[src/rtl/het_pkg.sv]
// ----------------------------------------------------------------------------
// het_pkg
// Shared types and codes of the hashed entry table.
// ----------------------------------------------------------------------------
package het_pkg;

    localparam logic [1:0] KIND_LOOKUP = 2'd0;
    localparam logic [1:0] KIND_STORE  = 2'd1;
    localparam logic [1:0] KIND_SWEEP  = 2'd2;

    localparam logic [2:0] MODE_ALWAYS = 3'd0;
    localparam logic [2:0] MODE_DEEPER = 3'd1;
    localparam logic [2:0] MODE_FEW    = 3'd2;
    localparam logic [2:0] MODE_VISAGE = 3'd3;
    localparam logic [2:0] MODE_AGE    = 3'd4;

    localparam logic [1:0] OUT_UPDATED   = 2'd0;
    localparam logic [1:0] OUT_INSERTED  = 2'd1;
    localparam logic [1:0] OUT_COLLISION = 2'd2;

    localparam logic [1:0] REG_MODE       = 2'd0;
    localparam logic [1:0] REG_MAX_AGE    = 2'd1;
    localparam logic [1:0] REG_MIN_VISITS = 2'd2;

    localparam logic [31:0] VISITS_MAX  = 32'hFFFF_FFFF;
    localparam logic [12:0] REMOVED_MAX = 13'h1FFF;

    typedef struct packed {
        logic [1:0]         kind;
        logic [63:0]        key_hash;
        logic [3:0]         game_type;
        logic [31:0]        payload_handle;
        logic signed [15:0] entry_value;
        logic [15:0]        search_depth;
        logic [31:0]        now_ms;
        logic [31:0]        sweep_age_limit;
    } t_item;

    typedef struct packed {
        logic               valid;
        logic [63:0]        key;
        logic [3:0]         game;
        logic [31:0]        handle;
        logic signed [15:0] value;
        logic [31:0]        visits;
        logic [31:0]        stamp;
        logic [15:0]        depth;
    } t_entry;

    localparam int ENTRY_W = $bits(t_entry);

    typedef struct packed {
        logic [2:0]  mode;
        logic [31:0] max_age;
        logic [31:0] min_visits;
    } t_cfg;

    typedef struct packed {
        logic  vld;
        t_item item;
    } t_qhead;

    typedef struct packed {
        logic init;
        logic pop;
    } t_bstat;

endpackage

[src/rtl/het_front.sv]
// ----------------------------------------------------------------------------
// het_front
// Command acceptance and a two-entry transaction queue towards the back end.
// ----------------------------------------------------------------------------
module het_front
    import het_pkg::*;
(
    input  logic   i_clk,
    input  logic   i_rst_n,
    input  logic   i_start,
    input  t_item  i_item,
    input  t_bstat i_bstat,
    output logic   o_busy,
    output t_qhead o_head
);

    t_item      r_mem [2];
    logic       r_wptr;
    logic       r_rptr;
    logic [1:0] r_count;
    logic       push;
    logic       pop;

    assign o_busy = i_bstat.init || (r_count == 2'd2);
    assign push   = i_start && !o_busy;
    assign pop    = i_bstat.pop && (r_count != 2'd0);

    always_ff @(posedge i_clk) begin
        if (!i_rst_n) begin
            r_wptr  <= 1'b0;
            r_rptr  <= 1'b0;
            r_count <= 2'd0;
        end else begin
            if (push) begin
                r_wptr <= !r_wptr;
            end
            if (pop) begin
                r_rptr <= !r_rptr;
            end
            r_count <= r_count + {1'b0, push} - {1'b0, pop};
        end
    end

    always_ff @(posedge i_clk) begin
        if (push) begin
            r_mem[r_wptr] <= i_item;
        end
    end

    assign o_head.vld  = (r_count != 2'd0);
    assign o_head.item = r_mem[r_rptr];

endmodule

[config.mk]
export PLATFORM = sky130hd
export DESIGN_NAME = het_front
export DESIGN_NICKNAME = d
export VERILOG_FILES = /design/src/rtl/het_pkg.sv /design/src/rtl/het_front.sv
export SDC_FILE = /design/constraint.sdc
export NUM_CORES = 1
export LEC_CHECK = 0
export ABC_AREA = 0
export BUFFER_PORTS_ARGS = -buffer_cell sky130_fd_sc_hd__clkbuf_2
export CORE_AREA = 5 5 230 232
export DETAILED_ROUTE_END_ITERATION = 10
export DIE_AREA = 0 0 235 237
export PLACE_DENSITY_LB_ADDON = 0.3
export SYNTH_ARGS = -nofsm -noshare
export SYNTH_HDL_FRONTEND = slang
export SYNTH_SLANG_ARGS = --single-unit
export TNS_END_PERCENT = 100
[constraint.sdc]
create_clock -name i_clk -period 11.1 [get_ports i_clk]
set_input_delay 2.22 -clock i_clk [delete_from_list [all_inputs] [get_ports i_clk]]
set_output_delay 2.22 -clock i_clk [all_outputs]
set_load 0.005 [all_outputs]
After elaboration in Yosys (flattened, before gate mapping). Memory sizes are Yosys's and may differ from the RTL's. A register that Yosys moved wholly into a read port is not among the register bits. Cells that the tools add are included.

Bits in latches: 0. Memory bits (read-only): 0. Register bits: 4. Bits in writable memories: 396. Memories kept: 1. Input port bits: 203. Output and inout bits: 200.

Add/sub/neg operators: 2. Bitwise logic cells: 0. Magnitude comparators: 0. Shift-type cells: 0. Multiplexer cells: 4. Reduce and logical (&&, ||, !) cells: 7. Div/mod/pow operators: 0. Equal/unequal tests: 1. Multipliers: 0.

Memories: r_mem (words 2, bits a word 198, read ports 1, clocked after Yosys merged registers in 1, wr ports 1, RTL line het_front.sv:17) `t_item r_mem [2];`.

Operator list (count): $mux 1 (4); $logic_not 1->1 (3); $add 2x1->2 (1); $eq 2x2->1 const B (1); $logic_and 1x1->1 (2); $reduce_bool 2->1 (1); $sub 2x1->2 (1); $logic_or 1x1->1 (1).

Logic depth before layout (Yosys ltp). Gate-level depths: netlist of the first run.

Depth in word-level cells: 6. Depth in mapped cells: 8. Gate-level depth less buffers: 8.

Least setup slack after synthesis of the first run. No wires, ideal clock.

Kind: input -> register. Start point: input i_bstat[1] in the netlist's numbering. End point: memory r_mem[0][0] in the netlist's numbering, enable pin. Data required time: 10.340 ns. Arrival: 10.678 ns. Setup time: 0.760 ns. Path buffers: 0. Stages on the path: 2. Setup slack: -0.338 ns. Cells stage by stage: nand3b_1 -> nor2_1.

Cells in the longest elaborated chain, start to end: 5.

RTL lines: from (decl) (RTL line het_front.sv:12) `input t_bstat i_bstat,`; $logic_or 1x1->1 (RTL line het_front.sv:24) `assign o_busy = i_bstat.init || (r_count == 2'd2);`; $logic_not 1->1 (RTL line het_front.sv:25) `assign push = i_start && !o_busy;`; $logic_and 1x1->1 (RTL line het_front.sv:25); $mux 1 (RTL line het_front.sv:45) `if (push) begin`; $mux 1 (not written as such) (RTL line het_front.sv:46) `r_mem[r_wptr] <= i_item;`; to (decl) (RTL line het_front.sv:17).

No other way between the ends.

==> results of run 1 <==
where the power goes:
group	switching [mW]	leakage, nW	internal (mW)
clock	0.553	0.676	0.853
combinational	0.336	2.87	0.398
sequential	0.0422	3.67	1.78
total	0.931	7.21	3.03
area by class of cell:
class	instances	area, um^2
fillers	4781	31700
multi-input cells	217	2760
well taps	680	851
clock buffers	54	1160
clock inverters	22	234
repair buffers	413	2090
inverters	2	7.51
flip-flops and latches	401	12000
stage by stage:
| step | setup slack (ns) | util (%) |
|---|---|---|
| floorplan | -0.338 | - |
| global placement | 6.12 | 34.9 |
| detailed placement | 6.04 | 34.9 |
| CTS | 5.43 | 37.6 |
| global route | 5.32 | 37.6 |
| finish | 5.54 | 37.6 |
cell usage after synthesis:
library cell,instances
nor2_1,2
buf_2,7
xnor2_1,3
ha_1,2
nand2b_1,2
nor2b_1,2
mux2_4,101
mux2i_1,1
o21a_1,1
dfxtp_1,5
edfxtp_1,396
inv_1,2
mux2_2,97
and2_1,2
or2_2,1
nand3b_1,1
buf_6,15
nand2_1,2
flip-flops by register name, summed over array words and instances (netlist names), named ones only:
signal and flops:
r_count 2, r_mem 396, r_rptr 1, r_wptr 1
critical path: cells and delay by family, from the launching register on:
| family | cells | cell delay (ns) |
|---|---|---|
| buf+inv | 3 | 1.62 |
| mux | 1 | 0.36 |
| flops | 1 | 0.70 |
cells by family (layout without fill, tap and decap cells):
kind of cell               count (synthesis)  after routing  synth area share, %
DFF                                      401            401                 80.2
muxes                                    199            199                 17.5
buffers and inverters                     24            491                 1.41
and+or+nand+nor                           12             12                0.444
xor gates and xnor gates                   3              3                0.176
adders and majority gates                  2              2                0.167
AOI/OAI and AO/OA                          1              1               0.0502
final timing paths:
path,from,to,slack [ns]
setup / recovery,flip-flop,o_head[125],5.54
hold / removal,r_wptr,r_wptr,0.52
setup reg to reg,r_count[0],r_mem[1][130],8.32
hold reg to reg,r_wptr,r_wptr,0.52
metal layers:
layer  vias up  GRT usage [%]  part of all wire, %
li1       3431              -                    -
met1      3637           13.5                   41
met5         -              0                 0.10
met3        50           4.91                  9.4
met4         4           3.06                  2.0
met2       313           17.7                   48
==> results.py, run 1 <==
metrics = {
    "floorplan": {
        "rows": 83,
        "die_area_mm2": 0.0557,
        "die-height_um": 237,
        "coreArea_mm2": 0.0508,
        "start_util_pct": 29.4,
        "io_pins": 403,
        "die_x_um": 235,
    },
    "logic_synthesis": {
        "seq_area_frac_synth_pct": 80.2,
        "postSynthAreaPerCell_um2": 23.3,
        "synth_area_mm2": 0.0149,
        "synth_area_leader_cell": "edfxtp_1",
        "syn-num-nets": 847,
        "synthTopCellsByArea": "edfxtp_1 (80%), mux2_4 (10%), mux2_2 (7.3%)",
        "synthCells": 642,
        "ys_warn_count": 0,
        "yosysUniqueCellTypes": 18,
        "synth_top_area_share_pct": 79.6,
        "ys_seq_elements": 401,
    },
    "clocking": {
        "clock_sinks": 401,
        "cts_tree": "yes",
        "cts_resized": 0,
        "cts_root_buf": "clkbuf_16",
        "hold_buffers": 0,
        "cts_max_level": 2,
        "clk_path_buf_depth": 3,
        "clkTransAtPathRegs_ns": 0.05,
        "numCtsBuffers": 42,
        "clk_latency_ns": 0.54,
        "post-cts-setup-buffers": 0,
    },
    "finish": {
        "diodes": 0,
        "fin_area_mm2": 0.0191,
        "mostFrequentLayoutCell": "clkbuf_2",
        "final_cell_mix": "clkbuf_2 (402), edfxtp_1 (396), mux2_4 (101)",
        "final_cells": 1789,
        "fin_nets": 1282,
        "drive_above_1_share_pct": 60.8,
        "area.growth.synth_to_final_pct": 27.8,
    },
    "sta": {
        "whs_ns": 0.520,
        "max_slew_margin_pct": 31.0,
        "clock.fmax_mhz": 180,
        "drv_slew": 0,
        "tightest_slew_ns": 1.03,
        "fin_tns_setup_ns": 0,
        "fin_skew_ns": 0.00646,
        "rsz0062_at_grt": "false",
        "min_period_ns": 5.56,
        "finalCritPeriodShare_pct": 50.1,
        "hold_viol": 0,
        "setup_violations": 0,
    },
    "global_routing": {
        "antenna_found_initial": 2,
        "overflow": 0,
        "track_usage_pct": 11.0,
        "grt_max_degree": 67,
        "grt_pass1_vias": 7770,
        "grt_pass1_wl_um": 47700,
    },
    "placement": {
        "dpl_cell_area_mm2": 0.0177,
        "hpwlAfterDp_um": 22200,
        "place_congestion": 0.745,
        "place_inst": 1713,
        "io_buffers": 402,
    },
    "power_and_ir_drop": {
        "ir_drop_mv": 0.132,
        "power_density_mw_per_mm2": 208,
        "leakage_nw": 7.21,
        "p_total_mw": 3.96,
    },
    "worst_setup_path": {
        "ff2ff_path_depth": 5,
        "slowest_delay_ns": 0.86,
        "worst-path-max-fanout": 55,
        "path_common_cell": "buf_4",
        "crit_slowest_cell": "buf_4",
        "critPathKind": "reg -> out",
        "crit_arrival_ns": 3.34,
        "cp_cell_sequence": "buf_4 > buf_4 > mux2_4 > clkbuf_2",
        "startpoint_type": "flip-flop",
        "cp-end-kind": "output pin",
        "crit_required_ns": 8.88,
    },
    "detailed_routing": {
        "vias": 7435,
        "ant_nets": 0,
        "vias_per_cell": 4.16,
        "drt_iter0_drc": 355,
        "drc_errors": 0,
        "wl_per_cell_um": 18.0,
        "dr.pass1.iters": 6,
        "wl_um": 32100,
    },
    "min_path": {
        "hold_path.class": "reg -> reg",
        "holdPathStages": 2,
    },
    "status": {
        "outcome": "finished, final reports clean",
    },
    "flow_run": {
        "drv_cap": 0,
    },
}
Note: power is estimated with default switching activity, not from simulation.
==> inputs of run 2 (changes only) <==
==> constraint.sdc (replaced) <==
create_clock -name i_clk -period 5.2 [get_ports i_clk]
set_input_delay 1.04 -clock i_clk [delete_from_list [all_inputs] [get_ports i_clk]]
set_output_delay 1.04 -clock i_clk [all_outputs]
set_load 0.005 [all_outputs]
==> run 2 against run 1 <==
  * First-iteration DRC count is 5.4% lower
  * Worst hold slack better by 0.011 ns
  * Critical path depth is 1 lower
  * Sequential share of layout area is 0.27 points lower
  * Global-route usage is 0.28 points higher
  * Clock-buffer cell count is 3 lower
  * Flip-flop and latch count stayed put
  * Power is 110% higher
  * Via count is 1.4% higher
  * Utilization is 0.16 points higher
  * Critical path type unchanged
  * Largest cell class unchanged
==> results.py, run 2 (same netlist as run 1, synthesis figures left out) <==
metrics = {
    "status": {
        "outcome": "finished, final reports clean",
    },
    "worst_setup_path": {
        "crit_slowest_cell": "dfxtp_4",
        "critPathKind": "reg -> out",
        "crit_required_ns": 4.16,
        "cp-end-kind": "output pin",
        "crit_arrival_ns": 2.54,
        "worst-path-max-fanout": 60,
        "slowest_delay_ns": 0.98,
        "startpoint_type": "flip-flop",
        "ff2ff_path_depth": 4,
        "cp_cell_sequence": "buf_4 > mux2_2 > clkbuf_2",
    },
    "finish": {
        "fillerInstances": 4726,
        "final_cell_mix": "clkbuf_2 (402), edfxtp_1 (396), mux2_4 (101)",
        "largest_register": "r_mem",
        "area.growth.synth_to_final_pct": 28.3,
        "fin_nets": 1290,
        "drive_above_1_share_pct": 60.8,
        "largest_register_ffs": 396,
        "mostFrequentLayoutCell": "clkbuf_2",
        "reg_top3": "r_mem x396, r_count x2",
    },
    "floorplan": {
        "die_area_mm2": 0.0557,
        "io_pins": 403,
        "coreArea_mm2": 0.0508,
        "start_util_pct": 29.4,
        "die-height_um": 237,
        "rows": 83,
        "die_x_um": 235,
    },
    "flow_run": {
        "drv_cap": 0,
    },
    "min_path": {
        "holdPathStages": 2,
        "hold_path.class": "reg -> reg",
    },
    "sta": {
        "finalCritPeriodShare_pct": 68.8,
        "fin_skew_ns": 0.0110,
        "setup_violations": 0,
        "max_slew_margin_pct": 33.2,
        "drv_slew": 0,
        "tightest_slew_ns": 0.999,
        "clock.fmax_mhz": 280,
        "hold_viol": 0,
        "fin_tns_setup_ns": 0,
        "rsz0062_at_grt": "false",
        "min_period_ns": 3.58,
    },
    "global_routing": {
        "overflow": 0,
        "grt_max_degree": 86,
        "grt_pass1_vias": 8086,
        "grt_pass1_wl_um": 48700,
        "track_usage_pct": 11.3,
        "antenna_found_initial": 3,
    },
    "clocking": {
        "clk_path_buf_depth": 3,
        "cts_tree": "yes",
        "cts_root_buf": "clkbuf_16",
        "cts_max_level": 2,
        "post-cts-setup-buffers": 0,
        "clock_sinks": 401,
        "numCtsBuffers": 43,
        "clkTransAtPathRegs_ns": 0.05,
        "cts_resized": 0,
        "clk_latency_ns": 0.54,
        "hold_buffers": 0,
    },
    "detailed_routing": {
        "drc_errors": 0,
        "wl_per_cell_um": 18.4,
        "ant_nets": 0,
        "dr.pass1.iters": 4,
        "drt_iter0_drc": 336,
        "wl_um": 33000,
        "vias": 7541,
        "vias_per_cell": 4.20,
    },
    "power_and_ir_drop": {
        "power_density_mw_per_mm2": 438,
        "ir_drop_mv": 0.339,
        "leakage_nw": 7.25,
        "p_total_mw": 8.40,
    },
    "placement": {
        "place_congestion": 0.734,
        "hpwlAfterDp_um": 22900,
        "io_buffers": 402,
    },
}
-- run 2: cell count changes in the layout (fill, tap and decap cells not counted) --
cell,before,now
buf_12,0,7
bufinv_16,5,3
clkbuf_1,9,6
clkinv_1,8,13
clkinvlp_4,2,1
diode_2,0,1
-- run 2: layout make-up --
class	count	area [um^2]	area share, %
tap	680	851	4.44
clock buffer	51	1150	5.99
clock inverter	24	185	0.965
timing repair buffer	420	2230	11.6
multi-input combinational	217	2760	14.4
sequential	401	12000	62.5
inverter	2	7.51	0.0391
antenna	1	2.50	0.0130
-- run 2: metrics by stage --
| step | std cells | instance area, um^2 | hold slack [ns] | utilization, % | setup slack, ns |
|---|---|---|---|---|---|
| after detailed placement | 1720 | 17800 | 0.525 | 35.1 | 2.03 |
| final | 1796 | 19200 | 0.531 | 37.8 | 1.62 |
| after floorplan | 642 | 15000 | 0.463 | - | -1.73 |
| after CTS | 1795 | 19200 | 0.533 | 37.8 | 1.48 |
| after global routing | 1795 | 19200 | 0.582 | 37.8 | 1.43 |
| after global placement | 1720 | 17800 | 0.492 | 35.1 | 2.08 |
-- run 2: critical path, delay by kind of cell (launching register included) --
family / cells / cell delay (ns)
mux: 1 / 0.38
flops: 1 / 0.98
buf+inv: 2 / 0.61
-- run 2: per-layer routing --
layer / track usage [%] / vias to the layer above / part of all wire [%]
li1: - / 3452 / -
met1: 13.6 / 3771 / 40
met2: 18.6 / 261 / 48
met3: 4.90 / 53 / 9.1
met4: 2.87 / 4 / 1.9
met5: 0 / - / 0.064
-- run 2: path summary, 6_finish.rpt --
check | endpoint | start | slack, ns
setup / recovery | o_head[54] | flip-flop | 1.62
hold reg to reg | r_wptr | r_wptr | 0.53
hold / removal | r_wptr | r_wptr | 0.53
setup reg to reg | r_mem[1][69] | r_count[0] | 2.77
-- run 2: power breakdown --
part           leakage [nW]  switching (mW)  internal [mW]
sequential             3.67           0.115           3.80
clock                 0.652            1.18           1.71
combinational          2.93           0.716          0.870
total                  7.25            2.01           6.38
==> inputs of run 3 (changes only) <==
==> constraint.sdc (replaced) <==
create_clock -name i_clk -period 3.25 [get_ports i_clk]
set_input_delay 0.65 -clock i_clk [delete_from_list [all_inputs] [get_ports i_clk]]
set_output_delay 0.65 -clock i_clk [all_outputs]
set_load 0.005 [all_outputs]
==> run 3 against run 2 <==
  * Global-route usage shrank 0.36 points
  * Setup slack worse by 1.2 ns
  * First-iteration DRC count fell by 14%
  * Utilization is 0.16 points higher
  * Critical endpoint is now o_head[58]
  * Highest routed layer is now met4
==> results.py, run 3 (same netlist as run 1, synthesis figures left out) <==
metrics = {
    "placement": {
        "hpwlAfterDp_um": 22000,
        "place_congestion": 0.740,
        "place_inst": 1723,
        "io_buffers": 402,
    },
    "sta": {
        "max_slew_margin_pct": 61.3,
        "setup_violations": 0,
        "rsz0062_at_grt": "false",
        "finalCritPeriodShare_pct": 85.8,
        "hold_viol": 0,
        "fin_skew_ns": 0.0134,
        "min_period_ns": 2.79,
        "clock.fmax_mhz": 359,
        "drv_slew": 0,
        "tightest_slew_ns": 0.580,
    },
    "floorplan": {
        "start_util_pct": 29.4,
        "io_pins": 403,
        "rows": 83,
        "die_x_um": 235,
        "coreArea_mm2": 0.0508,
        "die_area_mm2": 0.0557,
        "die-height_um": 237,
    },
    "worst_setup_path": {
        "crit_slowest_cell": "dfxtp_4",
        "cp-end-kind": "output pin",
        "critPathKind": "reg -> out",
        "startpoint_type": "flip-flop",
        "crit_required_ns": 2.60,
        "slowest_delay_ns": 0.66,
        "crit_arrival_ns": 2.14,
        "worst-path-max-fanout": 26,
        "cp_cell_sequence": "buf_4 > mux2_2 > clkbuf_2",
    },
    "finish": {
        "multi_input_area_mm2": 0.00276,
        "final_cell_mix": "clkbuf_2 (402), edfxtp_1 (396), mux2_4 (101)",
        "largest_register": "r_mem",
        "mostFrequentLayoutCell": "clkbuf_2",
        "fin_nets": 1293,
        "final_cells": 1801,
        "area.growth.synth_to_final_pct": 28.9,
        "drive_above_1_share_pct": 61.3,
        "final_core_util_pct": 37.9,
        "final-seq-area_mm2": 0.0120,
        "largest_register_ffs": 396,
        "reg_top3": "r_mem x396, r_count x2",
        "fillerInstances": 4722,
    },
    "power_and_ir_drop": {
        "power_density_mw_per_mm2": 705,
        "leakage_nw": 7.30,
        "ir_drop_mv": 0.353,
    },
    "global_routing": {
        "met2_usage_pct": 17.8,
        "antenna_found_initial": 1,
        "grt_busiest_layer": "met2",
        "grt_pass1_vias": 8053,
        "met1_usage_pct": 13.3,
        "grt_max_degree": 84,
        "grt_pass1_wl_um": 47700,
        "track_usage_pct": 10.9,
        "grtUsageMet3_pct": 4.59,
        "overflow": 0,
    },
    "detailed_routing": {
        "vias_per_cell": 4.18,
        "drt_iter0_drc": 290,
        "dr.pass1.iters": 4,
        "wl_um": 31700,
        "wl_per_cell_um": 17.6,
        "ant_nets": 0,
        "vias": 7523,
        "drc_errors": 0,
    },
    "clocking": {
        "cts_max_level": 2,
        "cts_tree": "yes",
        "cts_resized": 0,
        "clock_sinks": 401,
        "clk_path_buf_depth": 3,
        "clk_latency_ns": 0.54,
        "clkTransAtPathRegs_ns": 0.06,
        "hold_buffers": 0,
        "post-cts-setup-buffers": 0,
        "numCtsBuffers": 43,
        "cts_root_buf": "clkbuf_16",
    },
    "status": {
        "outcome": "finished, final reports clean",
    },
    "min_path": {
        "hold_path.class": "in -> reg",
    },
    "flow_run": {
        "drv_cap": 0,
    },
}
run 3: path summary, 6_finish.rpt:
path | startpoint | end | slack (ns) | cells after the start
worst min register to register | r_wptr | r_wptr | 0.52 | 2
worst max-delay path | flip-flop | o_head[58] | 0.46 | 3
worst max register to register | r_count[0] | r_mem[0][135] | 1.20 | 5
worst min-delay path | i_item[55] | r_mem[1][55] | 0.30 | 1
run 3: power by group:
part | switching [mW] | internal, mW
combinational | 1.20 | 1.42
sequential | 0.130 | 6.08
clock | 1.88 | 2.87
run 3: per-stage QoR:
| stage | setup WS (ns) | total power, mW | TNS [ns] | hold WS [ns] | area (um^2) |
|---|---|---|---|---|---|
| finish | 0.463 | 13.6 | 0 | 0.295 | 19300 |
| global route | 0.298 | 14.3 | 0 | 0.249 | 19300 |
| CTS | 0.334 | 13.9 | 0 | 0.243 | 19300 |
| detailed placement | 0.898 | 9.02 | 0 | 0.508 | 17900 |
| global placement | 0.917 | 9.00 | 0 | 0.495 | 17900 |
| floorplan | -1.10 | 7.93 | -437.07 | 0.485 | 15000 |
run 3: critical path, delay by kind of cell (launching register included):
| family | cells | cell delay, ns |
|---|---|---|
| flip-flops | 1 | 0.66 |
| buffers and inverters | 2 | 0.54 |
| multiplexers | 1 | 0.39 |
run 3: layer usage:
layer,up-vias,part of all wire [%]
li1,3456,-
met1,3722,41
met2,290,48
met3,55,8.8
met4,0,2.5
met5,-,0
run 3: final cells by class:
| cell class | instances | share of cell area, % |
|---|---|---|
| flip-flops and latches | 401 | 62.3 |
| repair buffers | 423 | 11.8 |
| multi-input cells | 217 | 14.3 |
| clock buffers | 57 | 6.13 |
| inverters | 2 | 0.0390 |
| well taps | 680 | 4.42 |
| diodes | 1 | 0.0130 |
| clock inverters | 20 | 1.03 |
